`src/lcmc_pkg.sv`:
```
// Shared constants and control types for the LRU cache miss counter.
package lcmc_pkg;

  // Widths of the words on the channels.
  localparam int FIELD_W = 32;
  localparam int CAP_W = 5;

  // Reset value of the capacity register.
  localparam logic [CAP_W-1:0] CAP_RESET = 5'd16;

  // Defaults for the top level parameters.
  localparam int ENTRIES_DEF = 16;
  localparam int PAGE_BITS_DEF = 32;

  // Commands from the controller to the datapath.
  typedef struct packed {
    logic load;    // capture the incoming page
    logic look;    // register the per-entry compare results
    logic update;  // apply the replacement and load the result word
  } lcmc_cmd_t;

endpackage

```
`src/lcmc_if.sv`:
```
// Handshake channels for requests, responses and the capacity register.
interface lcmc_req_if;
  logic                        valid;
  logic                        ready;
  logic [lcmc_pkg::FIELD_W-1:0] page;
  modport source (output valid, output page, input ready);
  modport sink   (input valid, input page, output ready);
endinterface

interface lcmc_rsp_if;
  logic                        valid;
  logic                        ready;
  logic                        hit;
  logic [lcmc_pkg::FIELD_W-1:0] miss_count;
  logic                        evicted;
  logic [lcmc_pkg::FIELD_W-1:0] evicted_page;
  modport source (output valid, output hit, output miss_count, output evicted,
                  output evicted_page, input ready);
  modport sink   (input valid, input hit, input miss_count, input evicted,
                  input evicted_page, output ready);
endinterface

interface lcmc_cfg_if;
  logic                      valid;
  logic                      ready;
  logic [lcmc_pkg::CAP_W-1:0] capacity;
  modport source (output valid, output capacity, input ready);
  modport sink   (input valid, input capacity, output ready);
endinterface

```
`src/lcmc_ctrl.sv`:
```
// Controller state machine that sequences one lookup and update per word.
module lcmc_ctrl (
  input  logic                clk,
  input  logic                rst,
  input  logic                req_valid,
  output logic                req_ready,
  output logic                rsp_valid,
  input  logic                rsp_ready,
  output lcmc_pkg::lcmc_cmd_t cmd
);
  import lcmc_pkg::*;

  typedef enum logic [1:0] {
    S_IDLE,
    S_LOOK,
    S_UPDATE,
    S_HOLD
  } state_t;

  state_t state;

  always_ff @(posedge clk) begin
    if (rst) begin
      state     <= S_IDLE;
      req_ready <= 1'b1;
      rsp_valid <= 1'b0;
    end else begin
      unique case (state)
        S_IDLE: begin
          if (req_valid && req_ready) begin
            state     <= S_LOOK;
            req_ready <= 1'b0;
          end
        end
        S_LOOK: begin
          state <= S_UPDATE;
        end
        S_UPDATE: begin
          state     <= S_HOLD;
          rsp_valid <= 1'b1;
        end
        S_HOLD: begin
          if (rsp_ready) begin
            state     <= S_IDLE;
            rsp_valid <= 1'b0;
            req_ready <= 1'b1;
          end
        end
        default: begin
          state <= S_IDLE;
        end
      endcase
    end
  end

  always_comb begin
    cmd.load   = req_valid && req_ready;
    cmd.look   = (state == S_LOOK);
    cmd.update = (state == S_UPDATE);
  end

endmodule

```
`src/lcmc_dp.sv`:
```
// Datapath: entry cells with parallel compare, recency ranks and the miss counter.
module lcmc_dp #(
  parameter int ENTRIES   = lcmc_pkg::ENTRIES_DEF,
  parameter int PAGE_BITS = lcmc_pkg::PAGE_BITS_DEF
) (
  input  logic                        clk,
  input  logic                        rst,
  input  lcmc_pkg::lcmc_cmd_t         cmd,
  input  logic                        cfg_we,
  input  logic [lcmc_pkg::CAP_W-1:0]   cfg_capacity,
  input  logic [lcmc_pkg::FIELD_W-1:0] req_page,
  output logic                        rsp_hit,
  output logic [lcmc_pkg::FIELD_W-1:0] rsp_miss_count,
  output logic                        rsp_evicted,
  output logic [lcmc_pkg::FIELD_W-1:0] rsp_evicted_page
);
  import lcmc_pkg::*;

  localparam int RANK_W = (ENTRIES > 1) ? $clog2(ENTRIES) : 1;
  localparam int CNT_W  = $clog2(ENTRIES + 1);
  localparam int CMP_W  = (CNT_W > CAP_W) ? CNT_W : CAP_W;

  // Entry cells. Valid entries always occupy slots 0 to occupancy-1 and
  // hold the ranks 0 to occupancy-1 exactly once each.
  logic [PAGE_BITS-1:0] entry_page [ENTRIES];
  logic [ENTRIES-1:0]   entry_valid;
  logic [RANK_W-1:0]    rank [ENTRIES];
  logic [CNT_W-1:0]     occupancy;
  logic [FIELD_W-1:0]   misses;
  logic [CAP_W-1:0]     capacity;

  logic [PAGE_BITS-1:0] pg;

  // Compare results held between the look and update steps.
  logic                 hit_q;
  logic [ENTRIES-1:0]   hit_oh_q;
  logic [RANK_W-1:0]    hit_rank_q;
  logic [ENTRIES-1:0]   ev_oh_q;
  logic [PAGE_BITS-1:0] ev_page_q;
  logic                 full_q;
  logic                 cap_zero_q;

  logic [ENTRIES-1:0]   hit_vec;
  logic [ENTRIES-1:0]   ev_vec;
  logic [RANK_W-1:0]    hit_rank_c;
  logic [PAGE_BITS-1:0] ev_page_c;
  logic [RANK_W-1:0]    occ_m1;
  logic [CMP_W-1:0]     cap_eff;
  logic                 full_c;

  always_comb begin
    occ_m1     = RANK_W'(occupancy - 1'b1);
    hit_rank_c = '0;
    ev_page_c  = '0;
    for (int i = 0; i < ENTRIES; i++) begin
      hit_vec[i] = entry_valid[i] && (entry_page[i] == pg);
      // The oldest valid entry is the one ranked occupancy-1.
      ev_vec[i]  = entry_valid[i] && (rank[i] == occ_m1);
      hit_rank_c = hit_rank_c | (rank[i] & {RANK_W{hit_vec[i]}});
      ev_page_c  = ev_page_c | (entry_page[i] & {PAGE_BITS{ev_vec[i]}});
    end
    cap_eff = (CMP_W'(capacity) > CMP_W'(ENTRIES)) ? CMP_W'(ENTRIES) : CMP_W'(capacity);
    full_c  = CMP_W'(occupancy) >= cap_eff;
  end

  // Payload registers.
  always_ff @(posedge clk) begin
    if (cmd.load) begin
      pg <= PAGE_BITS'(req_page);
    end
    if (cmd.look) begin
      hit_q      <= |hit_vec;
      hit_oh_q   <= hit_vec;
      hit_rank_q <= hit_rank_c;
      ev_oh_q    <= ev_vec;
      ev_page_q  <= ev_page_c;
      full_q     <= full_c;
      cap_zero_q <= (capacity == '0);
    end
    if (cmd.update) begin
      for (int i = 0; i < ENTRIES; i++) begin
        if (!hit_q && !cap_zero_q) begin
          if (full_q ? ev_oh_q[i] : (occupancy == CNT_W'(i))) begin
            entry_page[i] <= pg;
          end
        end
      end
      rsp_hit          <= hit_q;
      rsp_evicted      <= !hit_q && !cap_zero_q && full_q;
      rsp_evicted_page <= (!hit_q && !cap_zero_q && full_q) ? FIELD_W'(ev_page_q) : '0;
      rsp_miss_count   <= (hit_q || misses == '1) ? misses : misses + 1'b1;
    end
  end

  // Control state: valid bits, ranks, occupancy, miss count and capacity.
  always_ff @(posedge clk) begin
    if (rst) begin
      entry_valid <= '0;
      rank        <= '{default: '0};
      occupancy   <= '0;
      misses      <= '0;
      capacity    <= CAP_RESET;
    end else begin
      if (cfg_we) begin
        capacity <= cfg_capacity;
      end
      if (cmd.update) begin
        if (hit_q) begin
          for (int i = 0; i < ENTRIES; i++) begin
            if (hit_oh_q[i]) begin
              rank[i] <= '0;
            end else if (entry_valid[i] && rank[i] < hit_rank_q) begin
              rank[i] <= rank[i] + 1'b1;
            end
          end
        end else begin
          if (misses != '1) begin
            misses <= misses + 1'b1;
          end
          if (!cap_zero_q) begin
            if (full_q) begin
              // The oldest entry is reused; every other valid entry ages.
              for (int i = 0; i < ENTRIES; i++) begin
                if (ev_oh_q[i]) begin
                  rank[i] <= '0;
                end else if (entry_valid[i]) begin
                  rank[i] <= rank[i] + 1'b1;
                end
              end
            end else begin
              for (int i = 0; i < ENTRIES; i++) begin
                if (occupancy == CNT_W'(i)) begin
                  entry_valid[i] <= 1'b1;
                  rank[i]        <= '0;
                end else if (entry_valid[i]) begin
                  rank[i] <= rank[i] + 1'b1;
                end
              end
              occupancy <= occupancy + 1'b1;
            end
          end
        end
      end
    end
  end

  // Valid entries are packed from slot zero, so their count is the occupancy.
  a_occ_matches_valid: assert property (@(posedge clk) disable iff (rst)
    $countones(entry_valid) == 32'(occupancy))
    else $error("occupancy differs from the number of valid entries");

  // Pages are inserted only on a miss, so at most one entry can match.
  a_single_match: assert property (@(posedge clk) disable iff (rst)
    $onehot0(hit_vec))
    else $error("page held by more than one entry");

  // A hit never reports an eviction.
  a_hit_no_evict: assert property (@(posedge clk) disable iff (rst)
    cmd.update && hit_q |=> !rsp_evicted && rsp_evicted_page == '0)
    else $error("eviction reported on a hit");

  // The miss counter never moves backward.
  a_misses_monotonic: assert property (@(posedge clk) disable iff (rst)
    !$past(rst) |-> misses >= $past(misses))
    else $error("miss counter decreased");

endmodule

```
`src/lru_cache_miss_counter_top.sv`:
```
// Top level of the LRU page cache with saturating miss counter.
//
//   channel  dir  handshake        word
//   req      in   valid / ready    page
//   rsp      out  valid / ready    hit, miss_count, evicted, evicted_page
//   cfg      in   valid / ready    capacity (ready is always high)
//
// Each request passes through a look state for the parallel entry compare and
// an update state before the response is valid: the page is captured at
// acceptance, and the response then holds until it is taken. One request is
// in flight at a time, so no new page is accepted until the response is taken;
// req.ready returns the cycle after the response is taken. Reset clears all
// entries and the miss count and sets the capacity to sixteen.
module lru_cache_miss_counter_top #(
  parameter int ENTRIES   = lcmc_pkg::ENTRIES_DEF,
  parameter int PAGE_BITS = lcmc_pkg::PAGE_BITS_DEF
) (
  input  logic       clk,
  input  logic       rst,
  lcmc_req_if.sink   req,
  lcmc_rsp_if.source rsp,
  lcmc_cfg_if.sink   cfg
);
  import lcmc_pkg::*;

  lcmc_cmd_t cmd;

  assign cfg.ready = 1'b1;

  lcmc_ctrl u_ctrl (
    .clk       (clk),
    .rst       (rst),
    .req_valid (req.valid),
    .req_ready (req.ready),
    .rsp_valid (rsp.valid),
    .rsp_ready (rsp.ready),
    .cmd       (cmd)
  );

  lcmc_dp #(
    .ENTRIES   (ENTRIES),
    .PAGE_BITS (PAGE_BITS)
  ) u_dp (
    .clk              (clk),
    .rst              (rst),
    .cmd              (cmd),
    .cfg_we           (cfg.valid),
    .cfg_capacity     (cfg.capacity),
    .req_page         (req.page),
    .rsp_hit          (rsp.hit),
    .rsp_miss_count   (rsp.miss_count),
    .rsp_evicted      (rsp.evicted),
    .rsp_evicted_page (rsp.evicted_page)
  );

endmodule
```
`src/flat_wrapper.sv`:
```
// flat-port wrapper written by rule: the top's interface ports become plain ports
module lru_cache_miss_counter_top_flat import lcmc_pkg::*;
#(
  parameter int ENTRIES   = lcmc_pkg::ENTRIES_DEF,
  parameter int PAGE_BITS = lcmc_pkg::PAGE_BITS_DEF
)
  (clk, rst, req_valid, req_page, req_ready, rsp_valid, rsp_hit, rsp_miss_count, rsp_evicted, rsp_evicted_page, rsp_ready, cfg_valid, cfg_capacity, cfg_ready);
  lcmc_req_if req_i ();
  lcmc_rsp_if rsp_i ();
  lcmc_cfg_if cfg_i ();
  input  logic clk;
  input  logic rst;
  input wire logic [$bits(req_i.valid)-1:0] req_valid;
  input wire logic [$bits(req_i.page)-1:0] req_page;
  output wire logic [$bits(req_i.ready)-1:0] req_ready;
  output wire logic [$bits(rsp_i.valid)-1:0] rsp_valid;
  output wire logic [$bits(rsp_i.hit)-1:0] rsp_hit;
  output wire logic [$bits(rsp_i.miss_count)-1:0] rsp_miss_count;
  output wire logic [$bits(rsp_i.evicted)-1:0] rsp_evicted;
  output wire logic [$bits(rsp_i.evicted_page)-1:0] rsp_evicted_page;
  input wire logic [$bits(rsp_i.ready)-1:0] rsp_ready;
  input wire logic [$bits(cfg_i.valid)-1:0] cfg_valid;
  input wire logic [$bits(cfg_i.capacity)-1:0] cfg_capacity;
  output wire logic [$bits(cfg_i.ready)-1:0] cfg_ready;
  assign req_i.valid = req_valid;
  assign req_i.page = req_page;
  assign req_ready = req_i.ready;
  assign rsp_valid = rsp_i.valid;
  assign rsp_hit = rsp_i.hit;
  assign rsp_miss_count = rsp_i.miss_count;
  assign rsp_evicted = rsp_i.evicted;
  assign rsp_evicted_page = rsp_i.evicted_page;
  assign rsp_i.ready = rsp_ready;
  assign cfg_i.valid = cfg_valid;
  assign cfg_i.capacity = cfg_capacity;
  assign cfg_ready = cfg_i.ready;
  lru_cache_miss_counter_top #(.ENTRIES(ENTRIES), .PAGE_BITS(PAGE_BITS)) u_core (.clk(clk), .rst(rst), .req(req_i), .rsp(rsp_i), .cfg(cfg_i));
endmodule
```
`config.mk`:
```
export PLATFORM = sky130hd
export DESIGN_NAME = lru_cache_miss_counter_top_flat
export DESIGN_NICKNAME = d
export VERILOG_FILES = /design/src/lcmc_pkg.sv /design/src/lcmc_if.sv /design/src/lcmc_ctrl.sv /design/src/lcmc_dp.sv /design/src/lru_cache_miss_counter_top.sv /design/src/flat_wrapper.sv
export SDC_FILE = /design/constraint.sdc
export NUM_CORES = 2
export LEC_CHECK = 0
export ABC_AREA = 1
export BUFFER_PORTS_ARGS = -buffer_cell sky130_fd_sc_hd__buf_4
export CAP_MARGIN = 30
export CELL_PAD_IN_SITES_DETAIL_PLACEMENT = 0
export CELL_PAD_IN_SITES_GLOBAL_PLACEMENT = 1
export CORE_MARGIN = 1.5
export CORE_UTILIZATION = 30
export DETAILED_ROUTE_END_ITERATION = 12
export GPL_TIMING_DRIVEN = 1
export PLACE_DENSITY = 0.61
export SYNTH_ARGS = -nofsm -noshare
export SYNTH_HDL_FRONTEND = slang
export SYNTH_SLANG_ARGS = --single-unit
```
`constraint.sdc`:
```
create_clock -name clk -period 11.05 [get_ports clk]
set_clock_uncertainty 0.05 [all_clocks]
set_input_delay 2.21 -clock clk [delete_from_list [all_inputs] [get_ports clk]]
set_output_delay 2.21 -clock clk [all_outputs]
set_load 0.005 [all_outputs]
```
Word-level counts from Yosys, hierarchy flattened

Memory sizes are Yosys's and may differ from the RTL's.
Index checks and enable logic that the tools add are counted.

Add/subtract/negate cells: 19
$mul: 0
Divide/modulo/power cells: 0
Order comparisons: 18
Eq/ne operators: 71
Shifts and indexed selects: 0
Multiplexer cells: 173
Bitwise gates (word level): 65
Reductions and logical operators: 97

Operator list:

| kind                    | number |
|---|---|
| $and A32 B32 Y32        | 16 |
| $eq A32 B32 Y1          | 16 |
| $or A32 B32 Y32         | 15 |
| $mux W4                 | 80 |
| $mux W64                | 3 |
| $mux W1                 | 83 |
| $reduce_and A5 Y1       | 16 |
| $add A4 B1 Y4 const B   | 16 |
| $and A4 B4 Y4           | 16 |
| $eq A4 B4 Y1            | 16 |
| $lt A4 B4 Y1            | 16 |
| $or A4 B4 Y4            | 15 |
| $reduce_and A3 Y1       | 18 |
| $logic_and A1 B1 Y1     | 51 |
| $ne A3 B1 Y1 const B    | 16 |
| $eq A5 B4 Y1 const B    | 8 |
| $add A32 B1 Y32 const B | 1 |
| $eq A32 B32 Y1 const B  | 1 |
| $mux W32                | 1 |
| $ne A32 B32 Y1 const B  | 1 |
| $eq A5 B3 Y1 const B    | 4 |
| $reduce_or A16 Y1       | 1 |
| $eq A5 B2 Y1 const B    | 2 |
| $logic_not A5 Y1        | 2 |
| 20 further kinds        | 29 |

Register bits after elaboration: 295
Bits in latches: 0
Memory bits (writable): 512
ROM bits: 0
Input bits: 42
Output and inout port bits: 69
Logic and storage cells: 494
Memories: 1

Memories:

| memory                 | words | bits a word | read ports | clocked after memory_dff | wr ports | line          | source |
|---|---|---|---|---|---|---|---|
| u_core.u_dp.entry_page | 16    | 32          | 16         | 0                        | 16       | lcmc_dp.sv:25 | `logic [PAGE_BITS-1:0] entry_page [ENTRIES];` |

Logic depth before layout (Yosys ltp)

Depth in word-level cells: 19
Depth in mapped cells: 17
Depth with buffers taken out: 15

Cells and area by module

A second synthesis with hierarchy kept.

Cells, all modules: 5214
Area, all modules: 43703.2 sq um

Modules (own cells, without submodules):

| module                     | times used | cells each | area each (sq um) | seq. area each (sq um) |
|---|---|---|---|---|
| lcmc_dp                    | 1          | 5178       | 43439.2           | 22892.0 |
| lcmc_ctrl                  | 1          | 34         | 252.7             | 80.1 |
| lru_cache_miss_counter_top | 1          | 2          | 11.3              | 0.0 |

Least setup slack after synthesis

OpenSTA, ideal clock, no wires.

Kind: flip-flop to flip-flop
Start point: reg u_core.u_ctrl.state[0]
End point: mem u_core.u_dp.entry_page[0][224] (netlist bit), enable pin
Library setup time: 0.421 ns
Arrival time: 4.551 ns
Data required time: 10.579 ns
Slack: 6.028 ns
Stages on the path, launching flop included: 8
Buffers on the path: 1
Period minus slack after synthesis: 5.022 ns
Path through: dfxtp_1 -> inv_1 -> ha_1 -> inv_1 -> nor2_1 -> clkinv_1 -> clkbuf_1 -> nor2_1

RTL lines:

| element                | line            | source |
|---|---|---|
| start, declared        | lcmc_ctrl.sv:20 | `state_t state;` |
| start signal, assigned | lcmc_ctrl.sv:24 | `state <= S_IDLE;` |
| start signal, assigned | lcmc_ctrl.sv:31 | `state <= S_LOOK;` |
| start signal, assigned | lcmc_ctrl.sv:36 | `state <= S_UPDATE;` |
| end, declared          | lcmc_dp.sv:25   |  |

Final worst setup path

Start point: reg u_core.u_dp.occupancy[0]
End point: reg u_core.u_dp.ev_page_q[23], data pin

Word-level cells in the longest chain between the ends: 19
Elaborated cells on any way between the ends: 64
Those cells by class: add/sub (1); eq/ne (16); bitwise (31); reduce/logical (16)

RTL lines:

| element                             | line           | source |
|---|---|---|
| start, declared                     | lcmc_dp.sv:28  | `logic [CNT_W-1:0] occupancy;` |
| start signal, assigned              | lcmc_dp.sv:139 | `occupancy <= occupancy + 1'b1;` |
| $sub A4 B1 Y4 (*)                   | lcmc_dp.sv:52  | `occ_m1 = RANK_W'(occupancy - 1'b1);` |
| named net u_core.u_dp.occ_m1[0]     | lcmc_dp.sv:47  | `logic [RANK_W-1:0] occ_m1;` |
| $eq A4 B4 Y1                        | lcmc_dp.sv:58  | `ev_vec[i] = entry_valid[i] && (rank[i] == occ_m1);` |
| $logic_and A1 B1 Y1                 | lcmc_dp.sv:58  |  |
| $and A32 B32 Y32                    | lcmc_dp.sv:60  | `ev_page_c = ev_page_c \| (entry_page[i] & {PAGE_BITS{ev_vec[i]}});` |
| $or A32 B32 Y32 (14 in series)      | lcmc_dp.sv:60  |  |
| $or A32 B32 Y32 (*)                 | lcmc_dp.sv:60  |  |
| named net u_core.u_dp.ev_page_c[23] | lcmc_dp.sv:46  | `logic [PAGE_BITS-1:0] ev_page_c;` |
| end signal, assigned                | lcmc_dp.sv:76  | `ev_page_q <= ev_page_c;` |
| end, declared                       | lcmc_dp.sv:39  | `logic [PAGE_BITS-1:0] ev_page_q;` |

The timed path passes the listed nets; every way through them passes the cells marked *.
A chain may end at the register's enable or synchronous reset.

==> results.cfg <==
[status]
status = complete, no violations

[global_route]
grt_pass1_wl_mm = 264
grtUsageMet2_pct = 38.9
grt_max_degree = 80
grt_usage_pct = 25.1
grt_pass1_vias = 35100
gr-usage-met1_pct = 34.7
grt.busiest_layer = met2
antenna_found_initial = 3
grt_overflow = 0
grtUsageMet3_pct = 3.72

[clocking]
ctsResizeCount = 0
insertion_delay_ns = 0.74
cts_setup_buffers = 0
clock_path_buffers = 3
hold_buffers = 0
cts.sink_count = 807
cts_root_buffer = clkbuf_16
htree_levels = 3
cts_buffers = 98
clkTransAtPathRegs_ns = 0.06
cts_tree = done

[sta]
final_hold_viol_count = 0
setup-tns-final_ns = 0
slew_headroom_pct = 27.4
max_freq_mhz = 242
timing.final.crit_share_pct = 37.3
min_period_ns = 4.13
tightest_slew_ns = 1.09
finalMaxSlewViolations = 0
setup_viol = 0
grt_setup_unrepaired = false

[setup_path]
cp-end-kind = register
crit_required_ns = 11.46
rrSetupSlack_ns = 6.92
crit_fanout = 34
crit_path_start_kind = register
cp.arrival_ns = 4.54
worst-setup-path-type = reg -> reg

[drt]
drt_iter0_drc = 4140
dr_total_vias = 37300
first_pass_iters = 6
drc = 0
viasPerCell = 5.19
wl_per_cell_um = 26.0
wirelength_mm = 187
final_antenna_net_count = 0

[logic_synthesis]
synth-main-ff-cell = edfxtp_1
syn-cell-area_sq_um = 43400
seq_area_frac_synth_pct = 53.0
synth.distinct_cells = 53
ys_async_sr_fraction_pct = 0
synth_edf_count = 681
yosys_register_bits = 807
postSynthAreaPerCell_sq_um = 8.52
ys_warn_count = 0
synth_fp_nets = 5212
synthCells = 5089

[placement]
place_area_sq_um = 46900
io_buffers = 109
gp_congestion = 0.956
dp_hpwl_mm = 136

[die]
core_sq_um = 143000
dieArea_sq_um = 147000
initial_core_util_pct = 30.2
die_h_um = 383
io_pins = 111
die_w_um = 383
rows = 139

[pwr]
power_density_nw_per_um2 = 193
total_power_uw = 9690
power_leakage_uw = 0.0195
vdd_drop_max_mv = 0.128

[finish]
mostFrequentLayoutCells = 1488 x nand2_1, 681 x edfxtp_1, 492 x nor2_1, 462 x inv_1, 387 x o21ai_0
num-nets-final = 5337
area_growth_pct = 15.6
drive_above_1_share_pct = 8.71
layout_commonest_cell = nand2_1
design_area_sq_um = 50100

[flow_run]
drv_cap = 0

[hold_path]
hold_path.class = reg -> reg
[logic make-up after synthesis]
group,share of synthesized area [%]
compound gates,8.61
xor+xnor,5.25
fa+ha+maj,2.34
buf+inv,6.63
flops,53.0
mux,0.0231
other cells,0.00865
simple gates,24.2
[metal layers]
metal | wire (um) | share of wire (%) | vias up
met5 | 0 | 0 | -
met4 | 8910 | 4.8 | 0
met3 | 14500 | 7.7 | 296
met2 | 83200 | 44 | 1737
met1 | 80800 | 43 | 18100
li1 | - | - | 17200
[where the power goes]
part           switching (uW)  internal, uW  total [uW]
Sequential                319          3760        4070
Clock                    1410          1960        3370
Combinational            1610           626        2240
Total                    3340          6340        9690
[synthesized netlist by cell type, types with 2 or more instances]
cell	instances	area [sq um]
nand2_1	1488	5590
edfxtp_1	681	20400
nor2_1	509	1910
inv_1	465	1750
o21ai_0	387	1940
nand3_1	338	1690
a21oi_1	172	861
xnor2_1	147	1290
dfxtp_1	126	2520
clkbuf_1	114	428
nand4_1	92	576
xor2_1	84	736
ha_1	81	1010
nor3_1	63	315
o22ai_1	46	288
buf_2	41	205
inv_2	39	146
o21ai_1	28	140
clkinv_1	23	86.3
and2_1	19	119
buf_4	19	143
o211ai_1	17	128
a211oi_1	13	97.6
buf_1	9	33.8
o2111ai_1	8	70.1
or2_2	8	50.1
xor2_2	7	114
buf_6	6	67.6
o31ai_1	6	45.0
a31oi_1	5	31.3
nor3_2	5	50.1
xor2_4	5	138
nand2_2	4	25.0
nor3_4	4	65.1
nand3b_1	3	22.5
o211a_1	3	30.0
o21a_1	3	22.5
a21boi_0	2	15.0
a32oi_1	2	17.5
nand2_4	2	22.5
nor4_1	2	12.5
o21bai_1	2	15.0
[final cells by class]
cell class / instances / area [sq um]
Tap cell: 1903 / 2380
Fill cell: 14900 / 93300
Clock buffer: 122 / 2570
Multi-Input combinational cell: 3565 / 17700
Timing Repair Buffer: 215 / 1850
Sequential cell: 807 / 23000
Inverter: 527 / 1980
Antenna cell: 1 / 2.50
Clock inverter: 58 / 694
[metrics by stage]
stage          util [%]  std cells  setup WS, ns  hold slack [ns]
6_report           34.9       7198          6.92            0.436
2_1_floorplan         -       5089          6.03            0.390
4_1_cts            34.9       7196          6.97            0.447
3_5_place_dp       32.7       7016          6.94            0.434
5_1_grt            34.9       7197          6.76            0.471
3_3_place_gp       32.4       7000          6.79            0.433
[sequential cells by signal, summed over array words and instances (netlist names), 4 cells and up]
| name | count |
|---|---|
| u_core.u_dp.entry_page | 512 |
| u_core.u_dp.rank | 64 |
| u_core.u_dp.ev_page_q | 32 |
| u_core.u_dp.misses | 32 |
| u_core.u_dp.pg | 32 |
| u_core.u_dp.rsp_evicted_page | 32 |
| u_core.u_dp.rsp_miss_count | 32 |
| u_core.u_dp.entry_valid | 16 |
| u_core.u_dp.ev_oh_q | 16 |
| u_core.u_dp.hit_oh_q | 16 |
| u_core.u_dp.capacity | 5 |
| u_core.u_dp.occupancy | 5 |
| u_core.u_dp.hit_rank_q | 4 |
[critical path, stage by stage (launching register included)]
cell,delay [ns]
dfxtp_1,0.31
buf_4,0.34
inv_2,0.17
ha_1,0.60
inv_1,0.27
o211ai_1,0.27
nor3_2,0.08
buf_4,0.22
and2_1,0.34
buf_16,0.24
nand2_1,0.06
nand2_1,0.11
inv_2,0.07
nand2_1,0.07
nor2_1,0.51
nand2_1,0.12
[path summary, 6_finish.rpt]
| path | startpoint | to | cells after the start |
|---|---|---|---|
| max | u_core.u_dp.occupancy[0] | u_core.u_dp.ev_page_q[23] | 15 |
| min | u_core.u_dp.capacity[0] | u_core.u_dp.capacity[0] | 2 |
| max reg2reg | u_core.u_dp.occupancy[0] | u_core.u_dp.ev_page_q[23] | 15 |
| min reg2reg | u_core.u_dp.capacity[0] | u_core.u_dp.capacity[0] | 2 |
Note: power is estimated with default switching activity, not from simulation.
